`config.mk`:
```
export PLATFORM = sky130hd
export DESIGN_NAME = encoder_position_speed
export DESIGN_NICKNAME = d
export VERILOG_FILES = /design/src/hw/rtl/eps_pkg.sv /design/src/hw/rtl/encoder_position_speed.sv
export SDC_FILE = /design/constraint.sdc
export NUM_CORES = 1
export LEC_CHECK = 0
export BUFFER_PORTS_ARGS = -buffer_cell sky130_fd_sc_hd__buf_2
export CORE_AREA = 2 2 257 259
export CTS_CLUSTER_DIAMETER = 120
export DETAILED_ROUTE_END_ITERATION = 6
export DIE_AREA = 0 0 259 261
export PLACE_DENSITY_LB_ADDON = 0.08
export SYNTH_ARGS = -nofsm -noshare
export SYNTH_HDL_FRONTEND = slang
export SYNTH_SLANG_ARGS = --single-unit
```
`constraint.sdc`:
```
create_clock -name clk -period 6.7 [get_ports clk]
set_input_delay 1.005 -clock clk [delete_from_list [all_inputs] [get_ports clk]]
set_output_delay 1.005 -clock clk [all_outputs]
set_load 0.005 [all_outputs]
```
`src/hw/rtl/eps_pkg.sv`:
```
// eps_pkg: shared widths, codes and the restoring divide step for the
// encoder position and speed block
// no dependencies
package eps_pkg;

  localparam int POS_W    = 48;  // accumulated position width
  localparam int CNT_IN_W = 32;  // raw counter width
  localparam int ANGLE_W  = 16;  // angle fraction bits, one turn = 2^ANGLE_W
  localparam int SPEED_W  = 33;  // signed speed width
  localparam int CPR_W    = 17;  // counts_per_rev register width
  localparam int PP_W     = 7;   // pole pair count register width
  localparam int SR_W     = 17;  // sample_rate_hz register width
  localparam int CFG_W    = 17;  // config write data width
  localparam int IDX_W    = 2;   // config register index width

  // radix-4 sequencing: two divide steps per cycle
  localparam int MOD_CYC = POS_W / 2;
  localparam int DIV_CYC = ANGLE_W / 2;
  localparam int SEQ_W   = $clog2(MOD_CYC);

  // configuration register indexes
  localparam logic [IDX_W-1:0] CFG_CPR  = 2'd0;
  localparam logic [IDX_W-1:0] CFG_PP   = 2'd1;
  localparam logic [IDX_W-1:0] CFG_RATE = 2'd2;

  // reset values of the configuration registers
  localparam logic [CPR_W-1:0] CPR_RST  = 17'd4096;
  localparam logic [PP_W-1:0]  PP_RST   = 7'd4;
  localparam logic [SR_W-1:0]  RATE_RST = 17'd1000;

  // input op codes
  localparam logic OP_SAMPLE = 1'b0;
  localparam logic OP_CLEAR  = 1'b1;

  typedef struct packed {
    logic             q;
    logic [CPR_W-1:0] rem;
  } div_res_t;

  // one restoring step: shift one bit into the remainder, subtract if it fits
  function automatic div_res_t div_step(input logic [CPR_W-1:0] rem,
                                        input logic din,
                                        input logic [CPR_W-1:0] dvsr);
    logic [CPR_W:0]   t;
    logic [CPR_W:0]   d;
    div_res_t         res;
    t = {rem, din};
    d = {1'b0, dvsr};
    if (t >= d) begin
      t = t - d;
      res.q = 1'b1;
    end else begin
      res.q = 1'b0;
    end
    res.rem = t[CPR_W-1:0];
    return res;
  endfunction

endpackage

```
`src/hw/rtl/encoder_position_speed.sv`:
```
// encoder_position_speed: encoder position, angle and speed estimator
// uses eps_pkg (widths, codes, divide step)
//
//  channel | direction | handshake          | payload
//  in_     | input     | in_valid/in_stall  | in_op, in_counter_value
//  out_    | output    | out_valid/out_stall| position, mech/elec angle, speeds
//  cfg_    | input     | cfg_we             | cfg_index, cfg_wdata
//
// a sample runs the position, absolute value, remainder, floor fix, angle,
// pole pair and speed states, and no new item transfers until its result is
// in the output register; 24 radix-4 remainder steps over the position, 8
// radix-4 quotient steps for the angle, 7 serial pole pair steps and 17 serial
// steps for both speeds share one sequencer; a clear item goes straight to hand-over
// reset (synchronous, rst_n low) loads the register defaults and clears state
// a stalled result stays in the output register; the next item is taken
// meanwhile and waits for that register only at its own end
module encoder_position_speed (
  input  logic                                  clk,
  input  logic                                  rst_n,
  // input channel
  input  logic                                  in_valid,
  output logic                                  in_stall,
  input  logic                                  in_op,
  input  logic [eps_pkg::CNT_IN_W-1:0]          in_counter_value,
  // result channel
  output logic                                  out_valid,
  input  logic                                  out_stall,
  output logic signed [eps_pkg::POS_W-1:0]      out_position,
  output logic [eps_pkg::ANGLE_W-1:0]           out_mech_ang,
  output logic [eps_pkg::ANGLE_W-1:0]           out_elec_ang,
  output logic signed [eps_pkg::SPEED_W-1:0]    out_mech_spd,
  output logic signed [eps_pkg::SPEED_W-1:0]    out_elec_spd,
  // configuration
  input  logic                                  cfg_we,
  input  logic [eps_pkg::IDX_W-1:0]             cfg_index,
  input  logic [eps_pkg::CFG_W-1:0]             cfg_wdata
);

  typedef enum logic [3:0] {
    S_IDLE, S_POS, S_ABS, S_MOD, S_FIX, S_DIV, S_ELEC, S_SPD, S_DONE
  } state_t;

  state_t state_r;

  // configuration registers
  logic [eps_pkg::CPR_W-1:0] cpr_r;
  logic [eps_pkg::PP_W-1:0]  pp_r;
  logic [eps_pkg::SR_W-1:0]  rate_r;

  // persistent tracking state
  logic [eps_pkg::CNT_IN_W-1:0]     last_r;
  logic [eps_pkg::POS_W-1:0]        pos_r;
  logic [eps_pkg::ANGLE_W-1:0]      prev_mech_r;
  logic [eps_pkg::ANGLE_W-1:0]      prev_elec_r;
  logic                             have_r;

  // per item working registers
  logic [eps_pkg::CNT_IN_W:0]       delta_r;   // wrap corrected count change
  logic [eps_pkg::POS_W-1:0]        mag_r;     // |position|, shifted out msb first
  logic                             neg_r;
  logic [eps_pkg::CPR_W-1:0]        rem_r;
  logic [eps_pkg::ANGLE_W-1:0]      q_r;       // mechanical angle quotient
  logic [eps_pkg::ANGLE_W-1:0]      elec_r;
  logic [eps_pkg::PP_W-1:0]         pp_sh_r;
  logic [eps_pkg::SR_W-1:0]         sr_sh_r;
  logic [eps_pkg::SPEED_W-1:0]      ms_r;
  logic [eps_pkg::SPEED_W-1:0]      es_r;
  logic [eps_pkg::SEQ_W-1:0]        seq_r;

  // output register
  logic                             out_valid_r;
  logic [eps_pkg::POS_W-1:0]        out_pos_r;
  logic [eps_pkg::ANGLE_W-1:0]      out_mech_r;
  logic [eps_pkg::ANGLE_W-1:0]      out_elec_r;
  logic [eps_pkg::SPEED_W-1:0]      out_ms_r;
  logic [eps_pkg::SPEED_W-1:0]      out_es_r;

  logic                             in_xfer;
  logic                             out_free;
  logic [eps_pkg::CPR_W-1:0]        cpr_eff;
  logic [eps_pkg::CNT_IN_W-1:0]     cnt_diff;
  logic [eps_pkg::CNT_IN_W:0]       delta_in;
  logic                             din_hi;
  logic                             din_lo;
  eps_pkg::div_res_t                st1;
  eps_pkg::div_res_t                st2;
  logic [eps_pkg::ANGLE_W-1:0]      d_mech;
  logic [eps_pkg::ANGLE_W-1:0]      d_elec;
  logic [eps_pkg::SPEED_W-1:0]      add_mech;
  logic [eps_pkg::SPEED_W-1:0]      add_elec;

  assign in_stall = (state_r != S_IDLE);
  assign in_xfer  = in_valid && !in_stall;
  assign out_free = !out_valid_r || !out_stall;

  // a zero revolution count behaves as one
  assign cpr_eff = (cpr_r == '0) ? eps_pkg::CPR_W'(1) : cpr_r;

  // count change: the signed 32-bit difference, except that a raw difference
  // of exactly minus half the counter range turns positive when the new value is below the last
  assign cnt_diff = in_counter_value - last_r;
  always_comb begin
    if (cnt_diff == {1'b1, {(eps_pkg::CNT_IN_W-1){1'b0}}} && in_counter_value < last_r) begin
      delta_in = {1'b0, cnt_diff};
    end else begin
      delta_in = {cnt_diff[eps_pkg::CNT_IN_W-1], cnt_diff};
    end
  end

  // shared radix-4 divide unit: remainder pass takes position bits, the
  // angle quotient pass shifts in zeros
  assign din_hi = (state_r == S_MOD) ? mag_r[eps_pkg::POS_W-1] : 1'b0;
  assign din_lo = (state_r == S_MOD) ? mag_r[eps_pkg::POS_W-2] : 1'b0;
  assign st1 = eps_pkg::div_step(rem_r, din_hi, cpr_eff);
  assign st2 = eps_pkg::div_step(st1.rem, din_lo, cpr_eff);

  // wrapped angle changes, zero until a previous sample exists
  assign d_mech = have_r ? (q_r - prev_mech_r) : '0;
  assign d_elec = have_r ? (elec_r - prev_elec_r) : '0;

  // serial multiply by the sample rate, msb first
  assign add_mech = sr_sh_r[eps_pkg::SR_W-1] ?
    {{(eps_pkg::SPEED_W-eps_pkg::ANGLE_W){d_mech[eps_pkg::ANGLE_W-1]}}, d_mech} : '0;
  assign add_elec = sr_sh_r[eps_pkg::SR_W-1] ?
    {{(eps_pkg::SPEED_W-eps_pkg::ANGLE_W){d_elec[eps_pkg::ANGLE_W-1]}}, d_elec} : '0;

  always_ff @(posedge clk) begin
    if (!rst_n) begin
      state_r     <= S_IDLE;
      cpr_r       <= eps_pkg::CPR_RST;
      pp_r        <= eps_pkg::PP_RST;
      rate_r      <= eps_pkg::RATE_RST;
      last_r      <= '0;
      pos_r       <= '0;
      prev_mech_r <= '0;
      prev_elec_r <= '0;
      have_r      <= 1'b0;
      out_valid_r <= 1'b0;
    end else begin
      // configuration writes, to be made only while idle by contract; the block does not enforce it
      if (cfg_we) begin
        unique case (cfg_index)
          eps_pkg::CFG_CPR:  cpr_r  <= cfg_wdata[eps_pkg::CPR_W-1:0];
          eps_pkg::CFG_PP:   pp_r   <= cfg_wdata[eps_pkg::PP_W-1:0];
          eps_pkg::CFG_RATE: rate_r <= cfg_wdata[eps_pkg::SR_W-1:0];
          default: ;
        endcase
      end

      // result taken downstream; in S_DONE the register is refilled instead
      if (out_valid_r && !out_stall && state_r != S_DONE) begin
        out_valid_r <= 1'b0;
      end

      unique case (state_r)
        S_IDLE: begin
          if (in_xfer) begin
            pp_sh_r <= pp_r;
            sr_sh_r <= rate_r;
            if (in_op == eps_pkg::OP_CLEAR) begin
              // clear position and count, result is all zero
              pos_r   <= '0;
              last_r  <= '0;
              q_r     <= '0;
              elec_r  <= '0;
              ms_r    <= '0;
              es_r    <= '0;
              state_r <= S_DONE;
            end else begin
              delta_r <= delta_in;
              last_r  <= in_counter_value;
              state_r <= S_POS;
            end
          end
        end
        S_POS: begin
          pos_r   <= pos_r + {{(eps_pkg::POS_W-eps_pkg::CNT_IN_W-1){delta_r[eps_pkg::CNT_IN_W]}},
                              delta_r};
          state_r <= S_ABS;
        end
        S_ABS: begin
          neg_r   <= pos_r[eps_pkg::POS_W-1];
          mag_r   <= pos_r[eps_pkg::POS_W-1] ? (~pos_r + eps_pkg::POS_W'(1)) : pos_r;
          rem_r   <= '0;
          seq_r   <= eps_pkg::SEQ_W'(eps_pkg::MOD_CYC - 1);
          state_r <= S_MOD;
        end
        S_MOD: begin
          // two position bits per cycle into the remainder
          rem_r <= st2.rem;
          mag_r <= {mag_r[eps_pkg::POS_W-3:0], 2'b00};
          seq_r <= seq_r - eps_pkg::SEQ_W'(1);
          if (seq_r == '0) begin
            state_r <= S_FIX;
          end
        end
        S_FIX: begin
          // floor modulo for a negative position
          if (neg_r && rem_r != '0) begin
            rem_r <= cpr_eff - rem_r;
          end
          q_r     <= '0;
          seq_r   <= eps_pkg::SEQ_W'(eps_pkg::DIV_CYC - 1);
          state_r <= S_DIV;
        end
        S_DIV: begin
          // two angle bits per cycle
          rem_r <= st2.rem;
          q_r   <= {q_r[eps_pkg::ANGLE_W-3:0], st1.q, st2.q};
          if (seq_r == '0) begin
            elec_r  <= '0;
            seq_r   <= eps_pkg::SEQ_W'(eps_pkg::PP_W - 1);
            state_r <= S_ELEC;
          end else begin
            seq_r <= seq_r - eps_pkg::SEQ_W'(1);
          end
        end
        S_ELEC: begin
          // angle times pole pairs, mod one turn, one pole pair bit a cycle
          elec_r  <= {elec_r[eps_pkg::ANGLE_W-2:0], 1'b0} +
                     (pp_sh_r[eps_pkg::PP_W-1] ? q_r : '0);
          pp_sh_r <= {pp_sh_r[eps_pkg::PP_W-2:0], 1'b0};
          if (seq_r == '0) begin
            ms_r    <= '0;
            es_r    <= '0;
            seq_r   <= eps_pkg::SEQ_W'(eps_pkg::SR_W - 1);
            state_r <= S_SPD;
          end else begin
            seq_r <= seq_r - eps_pkg::SEQ_W'(1);
          end
        end
        S_SPD: begin
          // both speeds, one rate bit a cycle
          ms_r    <= {ms_r[eps_pkg::SPEED_W-2:0], 1'b0} + add_mech;
          es_r    <= {es_r[eps_pkg::SPEED_W-2:0], 1'b0} + add_elec;
          sr_sh_r <= {sr_sh_r[eps_pkg::SR_W-2:0], 1'b0};
          seq_r   <= seq_r - eps_pkg::SEQ_W'(1);
          if (seq_r == '0) begin
            prev_mech_r <= q_r;
            prev_elec_r <= elec_r;
            have_r      <= 1'b1;
            state_r     <= S_DONE;
          end
        end
        S_DONE: begin
          // hand over once the output register is free
          if (out_free) begin
            out_valid_r <= 1'b1;
            out_pos_r   <= pos_r;
            out_mech_r  <= q_r;
            out_elec_r  <= elec_r;
            out_ms_r    <= ms_r;
            out_es_r    <= es_r;
            state_r     <= S_IDLE;
          end
        end
        default: begin
          state_r <= S_IDLE;
        end
      endcase
    end
  end

  assign out_valid    = out_valid_r;
  assign out_position = out_pos_r;
  assign out_mech_ang = out_mech_r;
  assign out_elec_ang = out_elec_r;
  assign out_mech_spd = out_ms_r;
  assign out_elec_spd = out_es_r;

endmodule
```
After elaboration in Yosys (flattened, before gate mapping)
Index checks and enable logic that the tools add are counted.
{"block": "word_totals", "register_bits": 531, "input_bits": 57, "output_inout_bits": 148, "elab_cells": 156}
{"block": "op_classes", "addsub": 12, "n_lt_le_gt_ge": 3, "n_eq_ne": 20, "muxes": 48, "bitwise": 2, "reduce_logical": 44}
{"operator": "$pmux 33 s3", "n": 2}
{"operator": "$pmux 48 s2", "n": 2}
{"operator": "$mux 33", "n": 5}
{"operator": "$mux 48", "n": 3}
{"operator": "$mux 16", "n": 6}
{"operator": "$pmux 16 s3", "n": 2}
{"operator": "$mux 17", "n": 5}
{"operator": "$add 33x33->33", "n": 2}
{"operator": "$pmux 17 s3", "n": 1}
{"operator": "$sub 17x17->17", "n": 3}
{"operator": "$add 48x1->48 const B", "n": 1}
{"operator": "$add 48x48->48", "n": 1}
{"operator": "$not 48->48", "n": 1}
{"operator": "$ge 18x17->1", "n": 2}
{"operator": "$pmux 4 s9", "n": 1}
{"operator": "$pmux 17 s2", "n": 1}
{"operator": "$eq 32x32->1 const B", "n": 1}
{"operator": "$lt 32x32->1", "n": 1}
{"operator": "$mux 32", "n": 1}
{"operator": "$sub 16x16->16", "n": 2}
{"operator": "$sub 32x32->32", "n": 1}
{"operator": "$mux 4", "n": 7}
{"operator": "$pmux 5 s5", "n": 1}
{"operator": "$logic_not 17->1", "n": 1}
{"operator": "other kinds (33)", "n": 76}

Depth between registers and ports, before layout
Gate-level depths: netlist of the first run.
{"block": "logic_depth", "ltp_word": 7, "mapped_depth": 30, "mapped_depth_nobuf": 25}

Least setup slack after synthesis of the first run
OpenSTA, ideal clock, no wires.
{"block": "synth_timing", "path_type": "input to register", "from": "input port rst_n", "to": "register es_r[0] in the netlist's numbering (enable)", "t_arrival_ps": 6417, "slack_ps": -312, "path_stages": 4, "n_path_buf": 1, "path_cell_list": "clkbuf_1 o21ai_0 o21bai_1 a221oi_1"}
{"block": "synth_via", "elab_chain_cells": 1}
{"element": "start: declaration", "line_no": "encoder_position_speed.sv:19", "source": "input logic rst_n,"}
{"element": "$reduce_and 5->1 (no source line)"}
{"element": "end signal: assignment", "line_no": "encoder_position_speed.sv:235", "source": "es_r <= {es_r[eps_pkg::SPEED_W-2:0], 1'b0} + add_elec;"}
{"element": "end: declaration", "line_no": "encoder_position_speed.sv:67", "source": "logic [eps_pkg::SPEED_W-1:0] es_r;"}
Every way passes these cells.
A chain may end at the register's enable or synchronous reset.

Worst setup path after layout of the first run
{"block": "layout_timing", "from": "register cpr_r[13] in the netlist's numbering", "to": "register rem_r[3] in the netlist's numbering (data pin)"}
{"block": "layout_via", "elab_chain_cells": 7, "elab_cells_between_ends": 11, "classes_between": "add/sub (3); order compare (2); mux (5); reduce/logical (1)"}
{"element": "start: declaration", "line_no": "encoder_position_speed.sv:46", "source": "logic [eps_pkg::CPR_W-1:0] cpr_r;"}
{"element": "start signal: assignment", "line_no": "encoder_position_speed.sv:130", "source": "cpr_r <= eps_pkg::CPR_RST;"}
{"element": "start signal: assignment", "line_no": "encoder_position_speed.sv:143", "source": "eps_pkg::CFG_CPR: cpr_r <= cfg_wdata[eps_pkg::CPR_W-1:0];"}
{"element": "$logic_not 17->1", "line_no": "encoder_position_speed.sv:97", "source": "assign cpr_eff = (cpr_r == '0) ? eps_pkg::CPR_W'(1) : cpr_r;"}
{"element": "$mux 17 *", "line_no": "encoder_position_speed.sv:97"}
{"element": "$sub 17x17->17 / $ge 18x17->1 (equally long branches)", "line_no": "eps_pkg.sv:50, eps_pkg.sv:49"}
{"element": "$mux 17", "line_no": "eps_pkg.sv:49", "source": "if (t >= d) begin"}
{"element": "$sub 17x17->17 / $ge 18x17->1 (equally long branches)", "line_no": "eps_pkg.sv:50, eps_pkg.sv:49"}
{"element": "$mux 17", "line_no": "eps_pkg.sv:49"}
{"element": "$pmux 17 s3 *", "line_no": "encoder_position_speed.sv:155", "source": "unique case (state_r)"}
{"element": "end signal: assignment", "line_no": "encoder_position_speed.sv:190", "source": "rem_r <= st2.rem;"}
{"element": "end signal: assignment", "line_no": "encoder_position_speed.sv:200", "source": "rem_r <= cpr_eff - rem_r;"}
{"element": "end signal: assignment", "line_no": "encoder_position_speed.sv:208", "source": "rem_r <= st2.rem;"}
{"element": "end: declaration", "line_no": "encoder_position_speed.sv:61", "source": "logic [eps_pkg::CPR_W-1:0] rem_r;"}
Every way passes the cells marked *; elsewhere a longest branch is shown, timed or not. The select of a mux whose other input is x is not followed.

==> results_dict.tcl, run 1 <==
set metrics [dict create \
    portBuffers 204 \
    startpoint_type "register" \
    clockRootBuffer "clkbuf_16" \
    hold_class "register to register" \
    synth_edf_count 372 \
    worstPathRequired_ns 7.04 \
    hold_viol_final 0 \
    fin_skew_ns 0.01605 \
    hold_start "ms_r[32]$_SDFFCE_PN0P_" \
    cpPeakStageDelay_ns 0.40 \
    yosysTopAreaCell "edfxtp_1" \
    gp_congestion 0.9395 \
    whs_endpoint "out_mech_spd[32]$_DFFE_PP_" \
    stdcell_count 4384 \
    dp_hpwl_mm 59.05 \
    path_cells "nor4_2 > a41o_1 > ha_1 > inv_1 > fa_1 > a21o_1 > a21oi_1 > o221ai_1 > a21o_1 > a21oi_1 > o21ai_0 > xnor2_1 > o21ai_0 > ha_1 > a21o_1 > a21o_1 > a21oi_1 > o2111ai_1 > a31oi_1 > o211ai_1 > buf_4 > mux2i_1 > o22ai_1" \
    cts_setup_buffers 0 \
    fillCellCount 5841 \
    ys_seq_area_share_pct 44.77 \
    max-vdd-ir-drop_mv 0.2149 \
    leakage_nw 14.48 \
    setup_ws_ns 0.4131 \
    worstSetupEndpointType "register" \
    cts-buffers-inserted 59 \
    dieWidth_um 259 \
    netlist_area_um2 32060 \
    synth_cell_types 90 \
    overflow 0 \
    start_util_pct 49.29 \
    yosysMostFrequentCell "nand2_1" \
    min_path_cells 0 \
    post-place-ws_ns 0.07352 \
    regArea_um2 14360 \
    dieArea_um2 67600 \
    routed_wl_mm 80.77 \
    placed_cell_area_um2 33950 \
    wire_per_inst_um 18.42 \
    avgSynthCellArea_um2 9.709 \
    grt_pass1_wl_mm 128.8 \
    reg2reg_slack_ns 0.41 \
    finalSetupViolCount 0 \
    worstPathArrival_ns 6.63 \
    critical_path.top_delay_family "compound AO/OA/AOI/OAI gates" \
    yosysTopAreaCellShare_pct 34.85 \
    slowest_stage "nor4_2" \
    cpMostUsedCell "a21o_1" \
    grt_start_max_net_pins 117 \
    synthTopCellsByCount "nand2_1 (403), edfxtp_1 (372), ha_1 (237)" \
    clk_pin_slew_worst_paths_ns 0.06 \
    antenna_found_initial 3 \
    fmax_ghz 0.1591 \
    drive_above_1_share_pct 10.83 \
    fin_nets 3771 \
    first_pass_iters 7 \
    report.final.slew_viol_count 0 \
    total_power_mw 10.40 \
    path_max_fanout 16 \
    drt_first_iter_violations 1866 \
    boundaryPins 205 \
    cts_hold_buffers 0 \
    synthToLayoutAreaGrowth_pct 12.44 \
    power.density_nw_per_um2 288.6 \
    first_global_vias 24366 \
    reg2reg_from "cpr_r[13]$_SDFFE_PN0P_" \
    syn_nets 3606 \
    clkLatencyLatePin_ns 0.63 \
    fin_crit_sh_pct 93.83 \
    drv_cap 0 \
    failed_checks "DRC" \
    multi_input_area_um2 16630 \
    cts_tree "yes" \
    reg2reg_depth 23 \
    rsz0062_at_grt "no" \
    ant_nets 0 \
    synthFlopType "edfxtp_1" \
    synth.area.top_cells "edfxtp_1 (35%), dfxtp_1 (9.9%), ha_1 (9.2%), nand2_1 (4.7%), xor2_1 (3.2%)" \
    ys_ff_latch 531 \
    path_buf_inv 2 \
    clockBufferDepth 3 \
    fin_area_um2 36050 \
    cts.sinks 531 \
    rows 94 \
    die_h_um 261 \
    via_per_inst 5.736 \
    yosys_warnings 0 \
    track_usage_pct 23.46 \
    cts_resized 0 \
    relSlewSlack_pct 23.54 \
    ys_async_sr_fraction_pct 0 \
    coreArea_um2 65040 \
    synthCells 3302 \
    critPathKind "register to register" \
    outcome "finished, violations left" \
    tns_ns 0 \
    dp.cells 4270 \
    htree_num_levels 2 \
    worst_slew_pin_slew_ns 1.147 \
    post-route-drc-count 1 \
    finalCriticalPeriod_ns 6.287 \
    vias 25146 \
    rr_endpoint "rem_r[3]$_DFFE_PP_" \
]
-- metrics by stage --
stage                     hold WS [ns]  util, %
after floorplan                 0.4003        -
after global placement          0.4146    52.20
after detailed placement        0.4111    52.20
after CTS                       0.4261    55.37
after global routing            0.4284    55.42
final                           0.4221    55.42
-- state kept, by name (all words and copies together), names as in the netlist, 17 cells and up --
register      flops
out_elec_spd     33
cpr_r            17
out_position     48
pos_r            48
rate_r           17
mag_r            48
out_mech_spd     33
es_r             33
rem_r            17
delta_r          33
ms_r             33
last_r           32
sr_sh_r          17
-- area by class of cell --
| cell class | count | share of cell area (%) |
|---|---|---|
| flip-flops and latches | 531 | 39.82 |
| repair buffers | 233 | 3.471 |
| clock inverters | 38 | 1.222 |
| inverters | 175 | 1.822 |
| well taps | 864 | 2.999 |
| diodes | 3 | 0.02083 |
| multi-input cells | 2467 | 46.15 |
| clock buffers | 73 | 4.495 |
-- logic make-up (layout without fill, tap and decap cells) --
| group | Yosys count | count (layout) | synth area share, % |
|---|---|---|---|
| and+or+nand+nor | 1072 | 1072 | 15.96 |
| AOI/OAI and AO/OA | 903 | 903 | 18.88 |
| DFF | 531 | 531 | 44.77 |
| buffers and inverters | 304 | 519 | 3.622 |
| adders and majority gates | 247 | 247 | 9.874 |
| xor gates and xnor gates | 220 | 220 | 6.104 |
| muxes | 25 | 25 | 0.7845 |
| other | 0 | 3 | 0 |
-- layer usage --
metal	vias to the layer above	GRT usage, %	share of wire [%]
li1	12419	-	-
met1	12059	31.12	45
met2	563	40.27	48
met3	105	3.058	4.5
met4	0	6.663	2.4
met5	-	0	0
-- worst reg2reg max path: cells and delay by family, from the launching register on --
family / cells / cell delay (ns)
compound gates: 15 / 3.58
xor+xnor: 1 / 0.15
fa+ha+maj: 3 / 0.96
buf+inv: 2 / 0.36
flops: 1 / 0.35
mux: 1 / 0.22
simple gates: 1 / 0.40
-- cells in the final DEF (no fill, tap or decap), types with 13 or more instances in the layout --
master     instances
or2_2             15
dfxtp_1          158
nor2_1           219
edfxtp_1         372
a21boi_0          64
a21o_1           113
inv_1            174
o21a_1            38
o21bai_1          29
a21oi_1          202
a31oi_1           30
nor2b_1           67
nor4_1            18
nand4_1           22
a22o_1            33
xnor2_1          101
o22ai_1           23
nand3_1           52
o41ai_1           14
o21ai_0          143
o31ai_1           20
or3_1             23
clkinv_2          13
ha_1             237
xor2_1           117
and2_1            42
buf_4             28
a211oi_1          19
buf_2            204
and3_1            46
nor3_1            76
nand2b_1          27
mux2i_1           24
a22oi_1           28
nand2_1          402
clkbuf_16         60
o21ai_1           22
o211ai_1          20
-- power by group --
group          total (mW)  internal [mW]  switching, mW
sequential           4.25           3.98          0.276
combinational        2.72           1.06           1.65
clock                3.44           2.03           1.41
-- how the worst max path moves through the flow --
| stage | start | endpoint | cells after the start |
|---|---|---|---|
| detailed placement | cpr_r[13]$_SDFFE_PN0P_ | rem_r[13]$_DFFE_PP_ | 23 |
| finish | cpr_r[13]$_SDFFE_PN0P_ | rem_r[3]$_DFFE_PP_ | 23 |
| global route | state_r[1]$_SDFFE_PN0P_ | rem_r[3]$_DFFE_PP_ | 24 |
| global placement | cpr_r[12]$_SDFFE_PN1P_ | rem_r[13]$_DFFE_PP_ | 23 |
| CTS | cpr_r[13]$_SDFFE_PN0P_ | rem_r[3]$_DFFE_PP_ | 23 |
| floorplan | state_r[0]$_SDFFE_PN0P_ | rem_r[15]$_DFFE_PP_ | 29 |
No activity file was read; power rests on OpenSTA's default activity.
==> run 2: changes to the inputs <==
CORE_AREA = 2 2 330 332   (was 2 2 257 259)
DIE_AREA = 0 0 332 334   (was 0 0 259 261)
==> results_dict.tcl, run 2 (same netlist as run 1, synthesis figures left out) <==
set metrics [dict create \
    outcome "complete, no violations" \
    stdcell_count 4952 \
    path_cells "nor4_1 > a41o_1 > ha_1 > inv_1 > fa_1 > a21o_1 > a21oi_1 > o221ai_1 > nand2_1 > a311oi_2 > nor2_4 > buf_4 > o21ai_0 > ha_1 > a21o_1 > a21o_1 > a21oi_1 > o2111ai_1 > a31oi_1 > o211ai_1 > buf_4 > nor2b_2 > a21oi_1 > o22ai_1" \
    overflow 0 \
    synthToLayoutAreaGrowth_pct 15.53 \
    grt_pass1_wl_mm 142.3 \
    dieArea_um2 110900 \
    leakage_nw 14.65 \
    hold_viol_final 0 \
    cts.sinks 531 \
    critical_path.top_delay_family "compound AO/OA/AOI/OAI gates" \
    cts-buffers-inserted 69 \
    clockBufferDepth 3 \
    final_common_cell "nand2_1" \
    drive_above_1_share_pct 11.09 \
    via_per_inst 4.915 \
    post-route-drc-count 0 \
    path_buf_inv 3 \
    path_max_fanout 22 \
    finalCriticalPeriod_ns 6.277 \
    reg2reg_slack_ns 0.42 \
    fin_skew_ns 0.02723 \
    clockRootBuffer "clkbuf_16" \
    hold_class "register to register" \
    track_usage_pct 16.13 \
    vias 24338 \
    startpoint_type "register" \
    drt_first_iter_violations 1314 \
    routed_wl_mm 90.01 \
    clkLatencyLatePin_ns 0.65 \
    clk_pin_slew_worst_paths_ns 0.06 \
    worstPathRequired_ns 7.08 \
    start_util_pct 29.74 \
    worst_slew_pin_slew_ns 1.071 \
    power.density_nw_per_um2 293.2 \
    relSlewSlack_pct 27.94 \
    finalSetupViolCount 0 \
    report.final.slew_viol_count 0 \
    slowest_stage "nor4_1" \
    htree_num_levels 3 \
    tns_ns 0 \
    first_pass_iters 5 \
    grt_start_max_net_pins 77 \
    max-vdd-ir-drop_mv 0.1766 \
    ant_nets 0 \
    cpPeakStageDelay_ns 0.46 \
    cts_hold_buffers 0 \
    fin_nets 3782 \
    first_global_vias 24634 \
    mostFrequentLayoutCells "nand2_1 (402), edfxtp_1 (372), ha_1 (237)" \
    dieWidth_um 332 \
    boundaryPins 205 \
    die_h_um 334 \
    gp_congestion 0.8284 \
    portBuffers 204 \
    dp_hpwl_mm 66.98 \
    critPathKind "register to register" \
    fin_crit_sh_pct 93.68 \
    fmax_ghz 0.1593 \
    wire_per_inst_um 18.18 \
    worstPathArrival_ns 6.65 \
    antenna_found_initial 6 \
    dp.cells 4821 \
    rows 121 \
    cts_tree "yes" \
    worstSetupEndpointType "register" \
    coreArea_um2 107800 \
    drv_cap 0 \
    rsz0062_at_grt "no" \
    holdWs_ns 0.4216 \
]
-- run 2: changes by cell type in the layout (fill, tap and decap cells not counted), sizes merged --
| cell | before | now |
|---|---|---|
| clkbuf | 73 | 96 |
| clkinv | 21 | 18 |
| bufinv | 8 | 6 |
| clkinvlp | 6 | 4 |
| buf | 233 | 234 |
| inv | 178 | 179 |
-- run 2: stage by stage --
step                area (um^2)  utilization (%)  setup WS [ns]  total power, mW
floorplan                 32060                -         0.6121            6.235
global placement          34670            32.16         0.5122            7.123
detailed placement        34670            32.16         0.2983            7.103
CTS                       37020            34.35         0.2696            11.05
global route              37030            34.35        0.02749            11.50
finish                    37040            34.36         0.4234            10.86
-- run 2: timing repair --
item                       4_1_cts  5_1_grt
setup endpoints to repair        0        2
gates resized for setup          0        2
setup buffers                    0        0
-- run 2: power by group --
part / internal (mW) / switching (mW)
Combinational: 1.06 / 1.66
Sequential: 3.98 / 0.306
Clock: 2.31 / 1.54
Total: 7.36 / 3.50
-- run 2: final cells by class --
class	instances	area [um^2]
antenna	3	7.507
clock buffer	96	1973
clock inverter	32	379.1
fill	11123	70760
inverter	175	656.9
multi-input combinational	2467	16640
sequential	531	14360
tap	1414	1769
timing repair buffer	234	1261
-- run 2: worst paths after layout --
check	depth (start not counted)	from	end
setup / recovery	24	cpr_r[9]$_SDFFE_PN0P_	rem_r[0]$_DFFE_PP_
hold / removal	0	ms_r[32]$_SDFFCE_PN0P_	out_mech_spd[32]$_DFFE_PP_
setup reg to reg	24	cpr_r[9]$_SDFFE_PN0P_	rem_r[0]$_DFFE_PP_
hold reg to reg	0	ms_r[32]$_SDFFCE_PN0P_	out_mech_spd[32]$_DFFE_PP_
-- run 2: per-layer routing --
metal	global-route usage, %	part of all wire (%)	wire length, um
met1	21.50	47	42560
met2	26.97	47	42060
met3	2.389	3.2	2866
met4	4.865	2.8	2509
met5	0	0.018	16
-- run 2: worst register-to-register path, stage by stage, from the launching register on --
cell and delay, ns:
dfxtp_1 0.34, nor4_1 0.46, a41o_1 0.36, ha_1 0.21, inv_1 0.05, fa_1 0.39
a21o_1 0.19, a21oi_1 0.30, o221ai_1 0.29, nand2_1 0.15, a311oi_2 0.19, nor2_4 0.26
buf_4 0.30, o21ai_0 0.22, ha_1 0.40, a21o_1 0.22, a21o_1 0.18, a21oi_1 0.26
o2111ai_1 0.18, a31oi_1 0.20, o211ai_1 0.15, buf_4 0.26, nor2b_2 0.22, a21oi_1 0.12
o22ai_1 0.10
